===== src/rtl/assert_macros.svh =====
// Assertion macros shared by the shunt monitor poll sequencer RTL.
`ifndef ASSERT_MACROS_SVH
`define ASSERT_MACROS_SVH

// Concurrent check on the rising clock edge, held off while reset is high.
`define SMPS_ASSERT(label, prop, msg) \
   label: assert property (@(posedge clock) disable iff (reset) prop) \
      else $error(msg);

// Antecedent in this cycle, consequent in the next one.
`define SMPS_ASSERT_NEXT(label, ante, cons, msg) \
   label: assert property (@(posedge clock) disable iff (reset) (ante) |=> (cons)) \
      else $error(msg);

`endif


===== src/rtl/smps_pkg.sv =====
// Shared types and constants of the shunt monitor poll sequencer.
package smps_pkg;

   // sequencer state codes
   localparam logic [2:0] ST_INIT_CFG   = 3'd0;
   localparam logic [2:0] ST_WAIT_CFG   = 3'd1;
   localparam logic [2:0] ST_INIT_CAL   = 3'd2;
   localparam logic [2:0] ST_WAIT_CAL   = 3'd3;
   localparam logic [2:0] ST_IDLE       = 3'd4;
   localparam logic [2:0] ST_WAIT_BUS   = 3'd5;
   localparam logic [2:0] ST_WAIT_SHUNT = 3'd6;

   // device registers and words
   localparam logic [2:0]  REG_CONFIG  = 3'd0;
   localparam logic [2:0]  REG_SHUNT   = 3'd1;
   localparam logic [2:0]  REG_BUS     = 3'd2;
   localparam logic [2:0]  REG_CALIB   = 3'd5;
   localparam logic [15:0] CONFIG_WORD = 16'h399F;
   localparam logic [15:0] CALIB_WORD  = 16'd4096;

   localparam logic [31:0] TIMEOUT_MS = 32'd20;

   // CSR indexes
   localparam logic [2:0] CSR_PERIOD     = 3'd0;
   localparam logic [2:0] CSR_SHUNT      = 3'd1;
   localparam logic [2:0] CSR_CUR_WARN   = 3'd2;
   localparam logic [2:0] CSR_CUR_DANGER = 3'd3;
   localparam logic [2:0] CSR_UND_DANGER = 3'd4;
   localparam logic [2:0] CSR_UND_WARN   = 3'd5;
   localparam logic [2:0] CSR_OVR_WARN   = 3'd6;
   localparam logic [2:0] CSR_OVR_DANGER = 3'd7;

   // CSR reset values
   localparam logic [15:0] RST_PERIOD     = 16'd100;
   localparam logic [9:0]  RST_SHUNT      = 10'd100;
   localparam logic [18:0] RST_CUR_WARN   = 19'd1500;
   localparam logic [18:0] RST_CUR_DANGER = 19'd2000;
   localparam logic [15:0] RST_UND_DANGER = 16'd5000;
   localparam logic [15:0] RST_UND_WARN   = 16'd8000;
   localparam logic [15:0] RST_OVR_WARN   = 16'd12000;
   localparam logic [15:0] RST_OVR_DANGER = 16'd12500;

   // classification codes
   localparam logic [2:0] VCLS_SAFE       = 3'd0;
   localparam logic [2:0] VCLS_UND_DANGER = 3'd1;
   localparam logic [2:0] VCLS_UND_WARN   = 3'd2;
   localparam logic [2:0] VCLS_OVR_WARN   = 3'd3;
   localparam logic [2:0] VCLS_OVR_DANGER = 3'd4;
   localparam logic [1:0] CCLS_SAFE       = 2'd0;
   localparam logic [1:0] CCLS_WARN       = 2'd1;
   localparam logic [1:0] CCLS_DANGER     = 2'd2;

   // shunt microvolt magnitude is at most 327680: 19 bits
   localparam int MAG_W     = 19;
   localparam int DIV_STEPS = MAG_W;
   localparam int CNT_W     = $clog2(DIV_STEPS + 1);
   // ceil(2^30 / 1000): exact floor divide by 1000 for 19-bit values
   localparam int          RECIP_SHIFT = 30;
   localparam int          RECIP_W     = 21;
   localparam logic [20:0] RECIP_1000  = 21'd1073742;
   localparam int          PROD_W      = MAG_W + RECIP_W;

   typedef struct packed {
      logic capture;
      logic exec;
      logic div_step;
      logic commit;
      logic load_out;
   } smps_cmd_type;

   typedef struct packed {
      logic need_div;
      logic div_busy;
   } smps_sts_type;

endpackage


===== src/rtl/shunt_monitor_poll_sequencer.sv =====
// Top level of the shunt monitor poll sequencer: controller plus datapath.
//
//   channel | handshake          | payload
//   --------+--------------------+-----------------------------------------------
//   req     | req_valid/ready    | now_ms, xfer_done/error, read_data, start_ok, init
//   rsp     | rsp_valid/ready    | cmd_*, meas_valid, voltage/current, classes, fault
//   csr     | csr_we (no wait)   | csr_index, csr_wdata
//
// A beat that completes a shunt read passes through capture, one sequencer
// step, the 19 steps of the serial current divider and a drain step, commit, load.
// Every other beat passes through capture, step and load.
// The next beat is taken while a result still waits in the output register.
// Reset is synchronous and puts the sequencer in its idle polling state.
module shunt_monitor_poll_sequencer (
   input  logic               clock,
   input  logic               reset,
   input  logic               req_valid,
   output logic               req_ready,
   input  logic [31:0]        req_now_ms,
   input  logic               req_xfer_done,
   input  logic               req_xfer_error,
   input  logic [15:0]        req_read_data,
   input  logic               req_start_ok,
   input  logic               req_init_req,
   output logic               rsp_valid,
   input  logic               rsp_ready,
   output logic               rsp_cmd_valid,
   output logic               rsp_cmd_read,
   output logic [2:0]         rsp_cmd_reg,
   output logic [15:0]        rsp_cmd_data,
   output logic               rsp_meas_valid,
   output logic signed [16:0] rsp_volt_mv,
   output logic signed [19:0] rsp_curr_ma,
   output logic [2:0]         rsp_voltage_class,
   output logic [1:0]         rsp_current_class,
   output logic               rsp_fault_now,
   input  logic               csr_we,
   input  logic [2:0]         csr_index,
   input  logic [18:0]        csr_wdata
);
   import smps_pkg::*;

   smps_cmd_type cmd;
   smps_sts_type sts;

   smps_ctrl u_ctrl (
      .clock     (clock),
      .reset     (reset),
      .req_valid (req_valid),
      .req_ready (req_ready),
      .rsp_valid (rsp_valid),
      .rsp_ready (rsp_ready),
      .cmd       (cmd),
      .sts       (sts)
   );

   smps_dp u_dp (
      .clock             (clock),
      .reset             (reset),
      .cmd               (cmd),
      .sts               (sts),
      .req_now_ms        (req_now_ms),
      .req_xfer_done     (req_xfer_done),
      .req_xfer_error    (req_xfer_error),
      .req_read_data     (req_read_data),
      .req_start_ok      (req_start_ok),
      .req_init_req      (req_init_req),
      .csr_we            (csr_we),
      .csr_index         (csr_index),
      .csr_wdata         (csr_wdata),
      .rsp_cmd_valid     (rsp_cmd_valid),
      .rsp_cmd_read      (rsp_cmd_read),
      .rsp_cmd_reg       (rsp_cmd_reg),
      .rsp_cmd_data      (rsp_cmd_data),
      .rsp_meas_valid    (rsp_meas_valid),
      .rsp_volt_mv       (rsp_volt_mv),
      .rsp_curr_ma       (rsp_curr_ma),
      .rsp_voltage_class (rsp_voltage_class),
      .rsp_current_class (rsp_current_class),
      .rsp_fault_now     (rsp_fault_now)
   );

endmodule


===== src/rtl/smps_ctrl.sv =====
// Controller: input/output handshakes and the phase sequence of one beat.
module smps_ctrl (
   input  logic                    clock,
   input  logic                    reset,
   input  logic                    req_valid,
   output logic                    req_ready,
   output logic                    rsp_valid,
   input  logic                    rsp_ready,
   output smps_pkg::smps_cmd_type  cmd,
   input  smps_pkg::smps_sts_type  sts
);
   import smps_pkg::*;

   localparam logic [2:0] C_IDLE   = 3'd0;
   localparam logic [2:0] C_EXEC   = 3'd1;
   localparam logic [2:0] C_DIV    = 3'd2;
   localparam logic [2:0] C_COMMIT = 3'd3;
   localparam logic [2:0] C_FINISH = 3'd4;

   logic [2:0] state_ff, state_in;
   logic       rsp_valid_ff, rsp_valid_in;

   always_comb begin
      cmd          = '0;
      state_in     = state_ff;
      rsp_valid_in = rsp_valid_ff && !rsp_ready;
      case (state_ff)
         C_IDLE: begin
            if (req_valid) begin
               cmd.capture = 1'b1;
               state_in    = C_EXEC;
            end
         end
         C_EXEC: begin
            cmd.exec = 1'b1;
            state_in = sts.need_div ? C_DIV : C_FINISH;
         end
         C_DIV: begin
            if (sts.div_busy) begin
               cmd.div_step = 1'b1;
            end else begin
               state_in = C_COMMIT;
            end
         end
         C_COMMIT: begin
            cmd.commit = 1'b1;
            state_in   = C_FINISH;
         end
         C_FINISH: begin
            // wait for the output register to free up
            if (!rsp_valid_ff || rsp_ready) begin
               cmd.load_out = 1'b1;
               rsp_valid_in = 1'b1;
               state_in     = C_IDLE;
            end
         end
         default: state_in = C_IDLE;
      endcase
   end

   always_ff @(posedge clock) begin
      if (reset) begin
         state_ff     <= C_IDLE;
         rsp_valid_ff <= 1'b0;
      end else begin
         state_ff     <= state_in;
         rsp_valid_ff <= rsp_valid_in;
      end
   end

   assign req_ready = (state_ff == C_IDLE);
   assign rsp_valid = rsp_valid_ff;

`include "assert_macros.svh"

   `SMPS_ASSERT(a_load_free, cmd.load_out |-> (!rsp_valid_ff || rsp_ready), "result loaded over a waiting beat")
   `SMPS_ASSERT_NEXT(a_accept_exec, req_valid && req_ready, state_ff == C_EXEC, "accepted beat not executed")
   `SMPS_ASSERT(a_step_busy, cmd.div_step |-> sts.div_busy, "divider stepped while idle")

endmodule


===== src/rtl/smps_dp.sv =====
// Datapath: CSRs, sequencer state, serial divider and result registers.
module smps_dp (
   input  logic                    clock,
   input  logic                    reset,
   input  smps_pkg::smps_cmd_type  cmd,
   output smps_pkg::smps_sts_type  sts,
   input  logic [31:0]             req_now_ms,
   input  logic                    req_xfer_done,
   input  logic                    req_xfer_error,
   input  logic [15:0]             req_read_data,
   input  logic                    req_start_ok,
   input  logic                    req_init_req,
   input  logic                    csr_we,
   input  logic [2:0]              csr_index,
   input  logic [18:0]             csr_wdata,
   output logic                    rsp_cmd_valid,
   output logic                    rsp_cmd_read,
   output logic [2:0]              rsp_cmd_reg,
   output logic [15:0]             rsp_cmd_data,
   output logic                    rsp_meas_valid,
   output logic signed [16:0]      rsp_volt_mv,
   output logic signed [19:0]      rsp_curr_ma,
   output logic [2:0]              rsp_voltage_class,
   output logic [1:0]              rsp_current_class,
   output logic                    rsp_fault_now
);
   import smps_pkg::*;

   // CSRs
   logic [15:0] period_ff;
   logic [9:0]  shunt_ff;
   logic [18:0] cur_warn_ff, cur_danger_ff;
   logic [15:0] und_danger_ff, und_warn_ff, ovr_warn_ff, ovr_danger_ff;

   // captured beat
   logic [31:0] now_ff;
   logic        xdone_ff, xerr_ff, ok_ff, init_ff;
   logic [15:0] rdata_ff;

   // sequencer state
   logic [2:0]         seq_ff, seq_in;
   logic               done_ff, done_in, err_ff, err_in;
   logic [15:0]        raw_ff, raw_in;
   logic [31:0]        per_ff, per_in, wait_ff, wait_in;
   logic signed [16:0] volt_ff, volt_in, volt_res;
   logic signed [19:0] curr_ff, curr_in, curr_res;
   logic               valid_ff, valid_in;

   // per-beat command staging
   logic        ocv_ff, ocv_in, ocrd_ff, ocrd_in, oflt_ff, oflt_in;
   logic [2:0]  ocreg_ff, ocreg_in;
   logic [15:0] ocdat_ff, ocdat_in;

   // divider and voltage path
   logic [MAG_W-1:0]  quo_ff, mag_ff, mag_in;
   logic [9:0]        rem_ff, dvsr_ff;
   logic [CNT_W-1:0]  cnt_ff;
   logic              neg_ff;
   logic [14:0]       vbus_ff;
   logic [PROD_W-1:0] prod_ff;
   logic [10:0]       shifted, diff;
   logic              ge;
   logic [15:0]       mag16;
   logic [8:0]        qv;
   logic              go_div, flt, done_v, err_v, wait_bad, due;
   logic [2:0]        vcls;
   logic [1:0]        ccls;

   // ---------------- sequencer step ----------------
   always_comb begin
      done_v   = done_ff | xdone_ff;
      err_v    = err_ff | xerr_ff;
      wait_bad = err_v || ((now_ff - wait_ff) > TIMEOUT_MS);
      due      = (now_ff - per_ff) >= {16'd0, period_ff};
      mag16    = rdata_ff[15] ? (16'd0 - rdata_ff) : rdata_ff;
      mag_in   = {mag16, 3'b000} + {2'b00, mag16, 1'b0};

      seq_in   = seq_ff;
      done_in  = done_v;
      err_in   = err_v;
      raw_in   = raw_ff;
      per_in   = per_ff;
      wait_in  = wait_ff;
      volt_in  = volt_ff;
      curr_in  = curr_ff;
      valid_in = valid_ff;
      ocv_in   = 1'b0;
      ocrd_in  = 1'b0;
      ocreg_in = REG_CONFIG;
      ocdat_in = 16'd0;
      flt      = 1'b0;
      go_div   = 1'b0;

      if (init_ff) begin
         valid_in = 1'b0;
         raw_in   = 16'd0;
         volt_in  = '1;
         curr_in  = '1;
         per_in   = now_ff;
         wait_in  = now_ff;
         done_in  = 1'b0;
         err_in   = 1'b0;
         seq_in   = ST_INIT_CFG;
      end else begin
         case (seq_ff)
            ST_INIT_CFG: begin
               done_in = 1'b0;
               err_in  = 1'b0;
               wait_in = now_ff;
               if (ok_ff) begin
                  ocv_in   = 1'b1;
                  ocreg_in = REG_CONFIG;
                  ocdat_in = CONFIG_WORD;
                  seq_in   = ST_WAIT_CFG;
               end
            end
            ST_WAIT_CFG: begin
               if (wait_bad) begin
                  flt = 1'b1;
               end else if (done_v) begin
                  done_in = 1'b0;
                  err_in  = 1'b0;
                  wait_in = now_ff;
                  if (ok_ff) begin
                     ocv_in   = 1'b1;
                     ocreg_in = REG_CALIB;
                     ocdat_in = CALIB_WORD;
                     seq_in   = ST_WAIT_CAL;
                  end
               end
            end
            ST_INIT_CAL: seq_in = ST_IDLE;
            ST_WAIT_CAL: begin
               if (wait_bad) begin
                  flt = 1'b1;
               end else if (done_v) begin
                  done_in = 1'b0;
                  err_in  = 1'b0;
                  per_in  = now_ff;
                  seq_in  = ST_IDLE;
               end
            end
            ST_IDLE: begin
               if (due) begin
                  per_in  = now_ff;
                  wait_in = now_ff;
                  done_in = 1'b0;
                  err_in  = 1'b0;
                  if (ok_ff) begin
                     ocv_in   = 1'b1;
                     ocrd_in  = 1'b1;
                     ocreg_in = REG_BUS;
                     seq_in   = ST_WAIT_BUS;
                  end else begin
                     flt = 1'b1;
                  end
               end
            end
            ST_WAIT_BUS: begin
               if (wait_bad) begin
                  flt = 1'b1;
               end else if (done_v) begin
                  done_in = 1'b0;
                  raw_in  = rdata_ff;
                  wait_in = now_ff;
                  if (ok_ff) begin
                     ocv_in   = 1'b1;
                     ocrd_in  = 1'b1;
                     ocreg_in = REG_SHUNT;
                     seq_in   = ST_WAIT_SHUNT;
                  end else begin
                     flt = 1'b1;
                  end
               end
            end
            ST_WAIT_SHUNT: begin
               if (wait_bad) begin
                  flt = 1'b1;
               end else if (done_v) begin
                  // results land at commit, after the divide
                  go_div  = 1'b1;
                  done_in = 1'b0;
                  err_in  = 1'b0;
                  seq_in  = ST_IDLE;
               end
            end
            default: flt = 1'b1;
         endcase
         if (flt) begin
            valid_in = 1'b0;
            volt_in  = '1;
            curr_in  = '1;
            seq_in   = ST_INIT_CFG;
            done_in  = 1'b0;
            err_in   = 1'b0;
         end
      end
      oflt_in = flt;
   end

   assign sts.need_div = go_div;
   assign sts.div_busy = (cnt_ff != '0);

   // ---------------- restoring divider ----------------
   assign shifted = {rem_ff, quo_ff[MAG_W-1]};
   assign diff    = shifted - {1'b0, dvsr_ff};
   assign ge      = (shifted >= {1'b0, dvsr_ff});

   // truncation toward zero: divide magnitudes, then apply the sign
   assign qv       = prod_ff[RECIP_SHIFT+8:RECIP_SHIFT];
   assign volt_res = $signed({2'b00, vbus_ff})
                   + (neg_ff ? -$signed({8'd0, qv}) : $signed({8'd0, qv}));
   assign curr_res = neg_ff ? -$signed({1'b0, quo_ff}) : $signed({1'b0, quo_ff});

   always_ff @(posedge clock) begin
      if (cmd.exec && go_div) begin
         quo_ff  <= mag_in;
         mag_ff  <= mag_in;
         rem_ff  <= 10'd0;
         dvsr_ff <= (shunt_ff == 10'd0) ? 10'd1 : shunt_ff;
         neg_ff  <= rdata_ff[15];
         vbus_ff <= {raw_ff[15:3], 2'b00};
      end else if (cmd.div_step) begin
         quo_ff <= {quo_ff[MAG_W-2:0], ge};
         rem_ff <= ge ? diff[9:0] : shifted[9:0];
      end
      prod_ff <= {{RECIP_W{1'b0}}, mag_ff} * {{MAG_W{1'b0}}, RECIP_1000};
   end

   always_ff @(posedge clock) begin
      if (reset) begin
         cnt_ff <= '0;
      end else if (cmd.exec && go_div) begin
         cnt_ff <= CNT_W'(DIV_STEPS);
      end else if (cmd.div_step) begin
         cnt_ff <= cnt_ff - 1'b1;
      end
   end

   // ---------------- beat capture and staging ----------------
   always_ff @(posedge clock) begin
      if (cmd.capture) begin
         now_ff   <= req_now_ms;
         xdone_ff <= req_xfer_done;
         xerr_ff  <= req_xfer_error;
         rdata_ff <= req_read_data;
         ok_ff    <= req_start_ok;
         init_ff  <= req_init_req;
      end
      if (cmd.exec) begin
         ocv_ff   <= ocv_in;
         ocrd_ff  <= ocrd_in;
         ocreg_ff <= ocreg_in;
         ocdat_ff <= ocdat_in;
         oflt_ff  <= oflt_in;
      end
   end

   // ---------------- architectural state ----------------
   always_ff @(posedge clock) begin
      if (reset) begin
         seq_ff   <= ST_IDLE;
         done_ff  <= 1'b0;
         err_ff   <= 1'b0;
         raw_ff   <= 16'd0;
         per_ff   <= 32'd0;
         wait_ff  <= 32'd0;
         volt_ff  <= '1;
         curr_ff  <= '1;
         valid_ff <= 1'b0;
      end else if (cmd.exec) begin
         seq_ff   <= seq_in;
         done_ff  <= done_in;
         err_ff   <= err_in;
         raw_ff   <= raw_in;
         per_ff   <= per_in;
         wait_ff  <= wait_in;
         volt_ff  <= volt_in;
         curr_ff  <= curr_in;
         valid_ff <= valid_in;
      end else if (cmd.commit) begin
         volt_ff  <= volt_res;
         curr_ff  <= curr_res;
         valid_ff <= 1'b1;
      end
   end

   // ---------------- CSRs ----------------
   always_ff @(posedge clock) begin
      if (reset) begin
         period_ff     <= RST_PERIOD;
         shunt_ff      <= RST_SHUNT;
         cur_warn_ff   <= RST_CUR_WARN;
         cur_danger_ff <= RST_CUR_DANGER;
         und_danger_ff <= RST_UND_DANGER;
         und_warn_ff   <= RST_UND_WARN;
         ovr_warn_ff   <= RST_OVR_WARN;
         ovr_danger_ff <= RST_OVR_DANGER;
      end else if (csr_we) begin
         case (csr_index)
            CSR_PERIOD:     period_ff     <= csr_wdata[15:0];
            CSR_SHUNT:      shunt_ff      <= csr_wdata[9:0];
            CSR_CUR_WARN:   cur_warn_ff   <= csr_wdata;
            CSR_CUR_DANGER: cur_danger_ff <= csr_wdata;
            CSR_UND_DANGER: und_danger_ff <= csr_wdata[15:0];
            CSR_UND_WARN:   und_warn_ff   <= csr_wdata[15:0];
            CSR_OVR_WARN:   ovr_warn_ff   <= csr_wdata[15:0];
            CSR_OVR_DANGER: ovr_danger_ff <= csr_wdata[15:0];
            default: ;
         endcase
      end
   end

   // ---------------- classification and output register ----------------
   always_comb begin
      // positive voltages fit in 16 bits
      if (volt_ff[16] || (volt_ff == 17'sd0)) begin
         vcls = VCLS_SAFE;
      end else if (volt_ff[15:0] <= und_danger_ff) begin
         vcls = VCLS_UND_DANGER;
      end else if (volt_ff[15:0] <= und_warn_ff) begin
         vcls = VCLS_UND_WARN;
      end else if (volt_ff[15:0] >= ovr_danger_ff) begin
         vcls = VCLS_OVR_DANGER;
      end else if (volt_ff[15:0] >= ovr_warn_ff) begin
         vcls = VCLS_OVR_WARN;
      end else begin
         vcls = VCLS_SAFE;
      end
      if (curr_ff[19]) begin
         ccls = CCLS_SAFE;
      end else if (curr_ff[18:0] >= cur_danger_ff) begin
         ccls = CCLS_DANGER;
      end else if (curr_ff[18:0] >= cur_warn_ff) begin
         ccls = CCLS_WARN;
      end else begin
         ccls = CCLS_SAFE;
      end
   end

   always_ff @(posedge clock) begin
      if (cmd.load_out) begin
         rsp_cmd_valid     <= ocv_ff;
         rsp_cmd_read      <= ocrd_ff;
         rsp_cmd_reg       <= ocreg_ff;
         rsp_cmd_data      <= ocdat_ff;
         rsp_meas_valid    <= valid_ff;
         rsp_volt_mv       <= volt_ff;
         rsp_curr_ma       <= curr_ff;
         rsp_voltage_class <= vcls;
         rsp_current_class <= ccls;
         rsp_fault_now     <= oflt_ff;
      end
   end

`include "assert_macros.svh"

   `SMPS_ASSERT_NEXT(a_commit_valid, cmd.commit, valid_ff, "commit left results invalid")
   `SMPS_ASSERT(a_rem_bound, (cnt_ff != '0) |-> (rem_ff < dvsr_ff), "remainder out of range")
   `SMPS_ASSERT(a_fault_state, (cmd.exec && flt) |-> (seq_in == ST_INIT_CFG), "fault skipped init")

endmodule

===== config.mk =====
export PLATFORM = sky130hd
export DESIGN_NAME = shunt_monitor_poll_sequencer
export DESIGN_NICKNAME = d
export VERILOG_FILES = /design/src/rtl/smps_pkg.sv /design/src/rtl/shunt_monitor_poll_sequencer.sv /design/src/rtl/smps_ctrl.sv /design/src/rtl/smps_dp.sv
export VERILOG_INCLUDE_DIRS = /design/src /design/src/rtl
export SDC_FILE = /design/constraint.sdc
export NUM_CORES = 1
export LEC_CHECK = 0
export BUFFER_PORTS_ARGS = -buffer_cell sky130_fd_sc_hd__buf_2
export CORE_MARGIN = 3
export CORE_UTILIZATION = 60
export DETAILED_ROUTE_END_ITERATION = 8
export GPL_ROUTABILITY_DRIVEN = 0
export GPL_TIMING_DRIVEN = 0
export PLACE_DENSITY_LB_ADDON = 0.25
export SETUP_SLACK_MARGIN = 0.05
export SLEW_MARGIN = 20
export SYNTH_ARGS = -nofsm -noshare
export SYNTH_HDL_FRONTEND = slang
export SYNTH_SLANG_ARGS = --single-unit

===== constraint.sdc =====
create_clock -name clock -period 8.9 [get_ports clock]
set_input_delay 1.78 -clock clock [delete_from_list [all_inputs] [get_ports clock]]
set_output_delay 1.78 -clock clock [all_outputs]
set_load 0.05 [all_outputs]

After elaboration in Yosys (flattened, before gate mapping). Cells that the tools add are included.

Bits in registers: 509. Output and inout bits: 67. Logic and storage cells: 262.

Add/sub/neg operators: 9. Multiply operators: 1. $lt $le $gt $ge: 9. Eq/ne operators: 38. Muxes and demuxes: 108. Bitwise operators: 2. Reduce and logical (&&, ||, !) cells: 43.

Operators by type and width (number): $mux W32 (5); $mux W16 (7); $mux W20 (5); $pmux W32 S3 (1); $mux W17 (5); $mux W3 (24); $pmux W32 S2 (1); $sub A32 B32 Y32 (2); $mux W1 (40); $ge A19 B19 Y1 (2); $mul A19 B20 Y38 const B (1); $mux W19 (2); $ge A16 B16 Y1 (2); $ge A32 B16 Y1 (1); $gt A32 B5 Y1 const B (1); $le A16 B16 Y1 (2); $ne A4 B1 Y1 const B (8); $pmux W16 S2 (1); $eq A3 B3 Y1 const B (8); $neg A19 Y20 (1); $add A19 B17 Y19 (1); $eq A3 B2 Y1 const B (6); $pmux W3 S6 (1); $reduce_and A2 Y1 (9); 42 further kinds (74).

Longest topological paths before layout. Gate-level depths: netlist of run 1.

Depth in word-level cells: 9. Gate-level depth with buffers: 25.

Cells and area by module. From an unflattened synthesis of run 1, not the netlist that was laid out.

Cell total of the unflattened synthesis: 3209. Area, all modules: 29893.7 µm².

Modules (own cells, without submodules): smps_dp (times used 1, cells an instance 3185, area an instance 29691.0 µm², sequential area each 10610.2 µm²); smps_ctrl (times used 1, cells an instance 24, area an instance 202.7 µm², sequential area each 80.1 µm²).

Worst setup path before layout of run 1. No wires, ideal clock.

Kind: register to register. Start: reg u_dp.mag_ff[16]. End: reg u_dp.prod_ff[38]. Arrival: 5822 ps. Path slack: 3005 ps. Stages on the path, launching flop included: 22. Path through: edfxtp_1 fa_1 inv_1 fa_1 fa_1 inv_1 fa_1 fa_1 fa_1 ha_1 a21o_1 a21o_1 a21oi_1 o21bai_1 a211oi_1 a221oi_1 a221o_1 a21o_1 nor3_1 a21oi_1 a21oi_1 xnor2_1.

Cells in the longest elaborated chain, start to end: 1.

Ends and longest elaborated chain: start, declared (RTL line smps_dp.sv:55) `logic [MAG_W-1:0] quo_ff, mag_ff, mag_in;`; start signal, assigned (RTL line smps_dp.sv:218) `mag_ff <= mag_in;`; $mul A19 B20 Y38 (RTL line smps_dp.sv:227) `prod_ff <= {{RECIP_W{1'b0}}, mag_ff} * {{MAG_W{1'b0}}, RECIP_1000};`; end signal, assigned (RTL line smps_dp.sv:227); end, declared (RTL line smps_dp.sv:60) `logic [PROD_W-1:0] prod_ff;`.

No other way between the ends. A chain may end at the register's enable or synchronous reset.

Worst setup path in the final report of run 1. Same ends and word-level chain as after synthesis.

==> impl_results.md, run 1 <==
* Outcome: completed
* Root Driver: clkbuf_16
* Met1 Usage GRT at a little over a third
* Cts bufs inserted at 47
* Initial Util at between 60% and 70%
* First-pass GRT wire length at roughly 130000 um
* Post-synthesis sequential area ratio at between 30 and 40%
* Register-to-Register Path Depth at 20
* Placed cells at roughly 4100
* DIE WIDTH at 230.2 um
* Non-Filler Instances at approximately 4100
* Initial DRC Count at about 2200
* CTS tree: done
* Remaining antenna violation count at 0
* Total Wirelength at 79380 um
* Synth cell types at 96
* Sw frac at around 28%
* Detailed-route via count at about 25000
* Worst min-delay path category: register to register
* Crit Path Class: register to register
* Setup TNS at 0 ns
* Setup Viol. Count Final at 0
* Psw at approximately 0.0015 W
* Grt total ovfl at 0
* GRT met3 Usage at around 3.7%
* Busiest layer in global routing: met2
* HP Start: u_dp.oflt_ff
* Register share of total power at 43.6%
* CTS sink cnt at 448
* Synth area leader: dfxtp_1
* RSZ-0062 raised after global routing: false
* Cts hold-fix bufs at 0
* DRC at 0
* Yosys reg bits at 448
* Worst-case clock buffer depth at 3
* Largest registers: u_dp.now_ff: 32 flops, u_dp.per_ff: 32 flops, u_dp.wait_ff: 32 flops
* Post-CTS setup buffers at 0
* P_leak at ~14 nW
* EDFF count, synth at 172
* Main synth FF type: dfxtp_1
* Hold depth at 0
* CP Max Fanout at 7
* R2R Setup Slk at about 2.3 ns
* Post-synthesis cell area at around 0.030 mm2
* Vias in the first global route at 24260
* Clk_lat worst skew at 0.59 ns
* DP HPWL at a little over 60000 um
* Syn Area/Cell at 9.255 um2
* Slew Viols, Final at 0
* Overall routing resource usage at between 20% and 30%
* Met2 usage in global routing at 50.49%
* Internal power at around 0.0037 W
* Slew @ Worst Pin at 1.066 ns
* Cts repair resizes at 0
* Commonest non-fill, non-tap cells in the layout: inv_1 (397), ha_1 (378), nand2_1 (363)
* Area of the core at approximately 0.049 mm2
* Clock power share at about two fifths
* Share of cells above drive strength 1 at under 10%
* Comb power frac at between 15 and 20%
* Setup Skew at approximately 0.037 ns
* Post-layout minimum cycle time at between 6 and 7 ns
* Worst Path Required at between 9 and 10 ns
* Period utilization at 74.40%
* Die Height at ~230 um
* Count of final hold-check violations at 0
* Synth area leaders: dfxtp_1 (18%), edfxtp_1 (17%), ha_1 (16%)
* Pre-Repair DR Iteration Count at 7
* Worst hold slack at 0.4154 ns
* N_diodes at 0
* Worst setup EP type: register
* Layout net count at ~4000
* Full die area at between 0.05 and 0.06 mm2
* Largest net degree at the start of global routing at between 50 and 60
* FF-to-FF Start: u_dp.mag_ff[16]
* Post-synthesis cell count at 3260
* Yosys top cell area share at 18.31%
* Number of cell rows at about 80
* CP startpoint kind: register
* Ys async rst share at 0%
* WP data arrival at a little over 7 ns
* Fmax at about 150 MHz
* I/O pins at 146
* Worst vdd ir at 0.1574 mV
* Routed vias/inst at about 6.0
* Final Util at between 60% and 70%
* Max_cap viols at 0
* WL/cell at about 19 um
* Syn. warnings at 0
* CTS H-tree lvls at 2
* Hold path endpoint: u_dp.rsp_fault_now
* Quantity of I/O buffers inserted on ports at between 100 and 150
* Worst r2r dst: u_dp.prod_ff[38]
* Area grow syn2layout at 10.34%
* Power density over the cells at 154.7 mW/mm2
* Most common cell after layout, fill and taps aside: inv_1
* Clock-pin slew on the worst setup and hold paths at ~0.070 ns
* Initial antenna violation count at 0
* Slew margin rel. at between 20% and 30%
[worst max path at each step]
stage	end	slack, ns	cells after the start	from
2_1_floorplan	u_dp.prod_ff[38]	3.01	21	u_dp.mag_ff[16]
3_3_place_gp	u_dp.prod_ff[38]	2.45	20	u_dp.mag_ff[16]
3_5_place_dp	u_dp.prod_ff[38]	2.37	20	u_dp.mag_ff[16]
4_1_cts	u_dp.prod_ff[38]	2.35	21	u_dp.mag_ff[16]
5_1_grt	u_dp.curr_ff[8]	1.77	24	u_dp.now_ff[0]
6_report	u_dp.prod_ff[38]	2.28	20	u_dp.mag_ff[16]
[through the flow]
step / setup WS [ns] / area (um2) / total power [W]
4_1_cts: 2.347 / 33290 / 0.005162
5_1_grt: 1.770 / 33290 / 0.005357
2_1_floorplan: 3.005 / 30190 / 0.002940
3_5_place_dp: 2.371 / 31720 / 0.003193
6_report: 2.279 / 33290 / 0.005150
3_3_place_gp: 2.454 / 31650 / 0.003156
[critical path, stage by stage (launching register included)]
cell	delay, ns
edfxtp_1	0.55
fa_1	0.58
inv_1	0.04
fa_1	0.46
fa_1	0.52
inv_1	0.06
fa_1	0.50
fa_1	0.52
fa_1	0.50
ha_1	0.31
nand4_1	0.14
nor2_1	0.21
nand3_1	0.11
o311a_1	0.37
a221oi_1	0.54
a221o_1	0.31
a21o_1	0.19
nor3_1	0.06
a21oi_1	0.20
a21oi_1	0.13
xnor2_1	0.21
[synthesized netlist by cell type (57+ instances only)]
cell type  instances
fa_1              81
nor3_1            57
o21ai_0           90
xnor2_1           65
nor2_1           189
inv_1            397
ha_1             378
mux2i_1           80
a21o_1            68
nand2_1          363
a21oi_1          216
clkbuf_1          90
edfxtp_1         172
dfxtp_1          276
[final cells by class]
class                      count  area (um2)
clock inverter                22       215.2
timing repair buffer         129       678.2
tap                          664       830.8
inverter                     398        1494
multi-input combinational   2273       17340
fill                        3942       16060
buffer                       146       698.2
clock buffer                  66        1350
sequential                   448       10690
[cell families after synthesis]
logic type | Yosys count | share of synthesized area, %
multiplexers | 101 | 3.438
AND/OR/NAND/NOR | 898 | 14.12
AO/OA/AOI/OAI | 703 | 15.60
XOR/XNOR | 106 | 3.077
flip-flops | 448 | 35.43
adder cells (fa/ha/maj) | 459 | 21.05
other | 1 | 0.01243
buffers and inverters | 544 | 7.265
[metal layers]
metal	wire [um]	share of wire, %
met2	38010	48
met1	31760	40
met4	4325	5.4
met5	0	0
met3	5275	6.6
[power by group through the flow]
stage	registers, W	logic [W]	clock network (W)
global route	0.00225	0.00103	0.00208
CTS	0.00224	0.000913	0.00201
detailed placement	0.00229	0.000905	0
finish	0.00224	0.000932	0.00197
floorplan	0.00227	0.000666	0
global placement	0.00229	0.000868	0
Note: power is estimated with default switching activity, not from simulation.
==> run 2, diff against run 1 <==
Settings changed: CORE_UTILIZATION 60 to 57.
Clock period 8.9 ns to 5.7 ns, I/O delays scaled along.
==> run 2 against run 1 <==
  * The flow now finishes with violations (setup timing)
  * Clock power grew 63%
  * Hold slack gained 0.0051 ns
  * Power grew 59%
  * Critical path depth is the same
  * Setup slack lost 2.6 ns
  * Fmax grew 10%
==> impl_results.md, run 2 (synthesized netlist as in run 1, its figures left out) <==
* Outcome: complete, but fails checks
* Failing checks: setup timing
* I/O pins at 146 (unchanged)
* Worst min-delay path category: register to register
* Most common cell after layout, fill and taps aside: inv_1
* Number of cell rows at 83 (+2.5%)
* Min setup slack post-route at -0.2969 ns (-2.576 ns)
* DP HPWL at 60970 um (-0.95%)
* Routed vias/inst at 5.894 (-1.9%)
* Worst vdd ir at 0.2565 mV (+63%)
* Setup Viol. Count Final at 5 (+5)
* Worst-case clock buffer depth at 3 (unchanged)
* DIE WIDTH at 236.1 um (+2.5%)
* Cts bufs inserted at 49 (+4.3%)
* Initial DRC Count at 2122 (-5.5%)
* Share of cells above drive strength 1 at 11.00% (+2.2 points)
* Worst r2r dst: u_dp.prod_ff[37]
* Quantity of I/O buffers inserted on ports at 126 (unchanged)
* CTS tree: done
* CTS sink cnt at 448 (unchanged)
* CTS H-tree lvls at 2 (unchanged)
* WP buf/inv at 3 (+1)
* Area of the core at 0.05182 mm2 (+5.0%)
* WL/cell at 19.02 um (-0.64%)
* Clock power share at 39.1% (+0.8 points)
* Area grow syn2layout at 12.43%
* Fmax at 166.8 MHz (+10%)
* Grt total ovfl at 0 (unchanged)
* Total Wirelength at 79690 um (+0.39%)
* DRC at 0 (unchanged)
* Vias in the first global route at 24180 (-0.35%)
* Layout net count at 4006 (+0.63%)
* Setup Skew at 0.02416 ns (-0.01248 ns)
* Post-route cell area at 0.03392 mm2 (+1.9%)
* Critical Path, Cell by Cell: buf_4, ha_1, inv_1, fa_2, fa_2, fa_2, fa_2, fa_1, ha_1, nand4_1, nor2_2, nand3_2, o311a_4, a221oi_4, a221o_1, a21o_1, nor3_2, a21oi_2, buf_4, xor2_2
* Crit Path Class: register to register
* Worst hold slack at 0.4206 ns (+0.005149 ns)
* Register share of total power at 42.8% (-0.8 points)
* First-pass GRT wire length at 126300 um (+0.77%)
* P_leak at 14.37 nW (+1.8%)
* Pre-Repair DR Iteration Count at 6 (-1)
* RSZ-0062 raised after global routing: true
* HP Start: u_dp.ocdat_ff[12]
* Comb power frac at 18.1% (about the same)
* Power density over the cells at 241.6 mW/mm2 (+56%)
* N_diodes at 0 (unchanged)
* Clk_lat worst skew at 0.61 ns (+0.02 ns)
* Crit path top cell by count: fa_2
* Largest registers: u_dp.now_ff: 32 flops, u_dp.per_ff: 32 flops, u_dp.wait_ff: 32 flops
* Hold path endpoint: u_dp.rsp_cmd_data[12]
* Remaining antenna violation count at 0 (unchanged)
* Placed instance area at 0.03176 mm2 (+0.12%)
* Psw at 0.002333 W (+60%)
* Slew @ Worst Pin at 1.035 ns (-0.03143 ns)
* Max_cap viols at 0 (unchanged)
* Largest net degree at the start of global routing at 53 (unchanged)
* Period utilization at 105.2% (+31 points)
* CP max stage delay at 0.60 ns (+0.02 ns)
* Register-to-Register Path Depth at 20 (unchanged)
* CP Max Fanout at 3 (-4)
* R2R Setup Slk at -0.30 ns (-2.58 ns)
* Worst Path Required at 6.21 ns (-3.18 ns)
* Overall routing resource usage at 27.89% (-1.4 points)
* Worst setup EP type: register
* Full die area at 0.05573 mm2 (+5.1%)
* Internal power at 0.005861 W (+59%)
* Count of final hold-check violations at 0 (unchanged)
* Slew margin rel. at 31.01% (+2.1 points)
* CP delay by family, top: adder cells
* Root Driver: clkbuf_16
* Sw frac at 28.47% (+0.13 points)
* Slowest cell on the critical path: fa_2
* Die Height at 236.1 um (+2.5%)
* FF-to-FF Start: u_dp.mag_ff[18]
* Post-layout minimum cycle time at 5.997 ns (-0.6243 ns)
* WP data arrival at 6.51 ns (-0.60 ns)
* Hold depth at 0 (unchanged)
* Slew Viols, Final at 0 (unchanged)
* CP Launch Point: u_dp.mag_ff[18]
* Initial Util at 58.22% (-2.9 points)
* Initial antenna violation count at 0 (unchanged)
* Detailed-route via count at 24690 (-0.93%)
* Commonest non-fill, non-tap cells in the layout: inv_1 (395), ha_1 (375), nand2_1 (363)
* CP startpoint kind: register
* Clock-pin slew on the worst setup and hold paths at 0.06 ns (about the same)
[run 2: layout make-up]
type                       count  area (um2)
buffer                       142       709.4
clock buffer                  76        1470
inverter                     398        1494
sequential                   448       10690
multi-input combinational   2273       17640
timing repair buffer         156       897.1
clock inverter                16       166.4
tap                          680       850.8
fill                        4079       17900
[run 2: routing by layer]
| metal | global-route usage, % | wire [um] |
|---|---|---|
| met5 | 0 | 0 |
| met4 | 11.97 | 3989 |
| met3 | 3.847 | 4970 |
| met2 | 47.63 | 37980 |
| met1 | 35.44 | 32750 |
[run 2: worst max-delay path by stage]
stage,cells past startpoint,endpoint
floorplan,20,u_dp.prod_ff[38]
global placement,23,u_dp.wait_ff[27]
detailed placement,23,u_dp.wait_ff[26]
CTS,21,u_dp.prod_ff[38]
global route,20,u_dp.prod_ff[37]
finish,20,u_dp.prod_ff[37]
[run 2: through the flow]
step | std cells | utilization [%] | total power, W | setup WS [ns] | setup TNS [ns]
CTS | 4182 | 64.89 | 0.008183 | -0.3643 | -1.189
detailed placement | 4075 | 61.29 | 0.004967 | -0.6522 | -38.85
floorplan | 3265 | - | 0.004591 | 0.05103 | 0
finish | 4189 | 65.46 | 0.008194 | -0.2969 | -0.8591
global route | 4189 | 65.46 | 0.008536 | -0.4975 | -1.942
global placement | 4071 | 61.14 | 0.004918 | -0.5417 | -34.84
[run 2: power by group through the flow]
stage | Combinational (W) | Sequential (W) | Clock [W]
floorplan | 0.00104 | 0.00355 | 0
global placement | 0.00135 | 0.00357 | 0
detailed placement | 0.00139 | 0.00357 | 0
CTS | 0.00142 | 0.00350 | 0.00326
global route | 0.00163 | 0.00351 | 0.00339
finish | 0.00148 | 0.00350 | 0.00321
[run 2: timing repair]
action                     CTS  global route
resized for setup           20            57
setup buffers               15            13
setup endpoints to repair  110           115
pin swaps                   17            28
hold buffers                 0             0
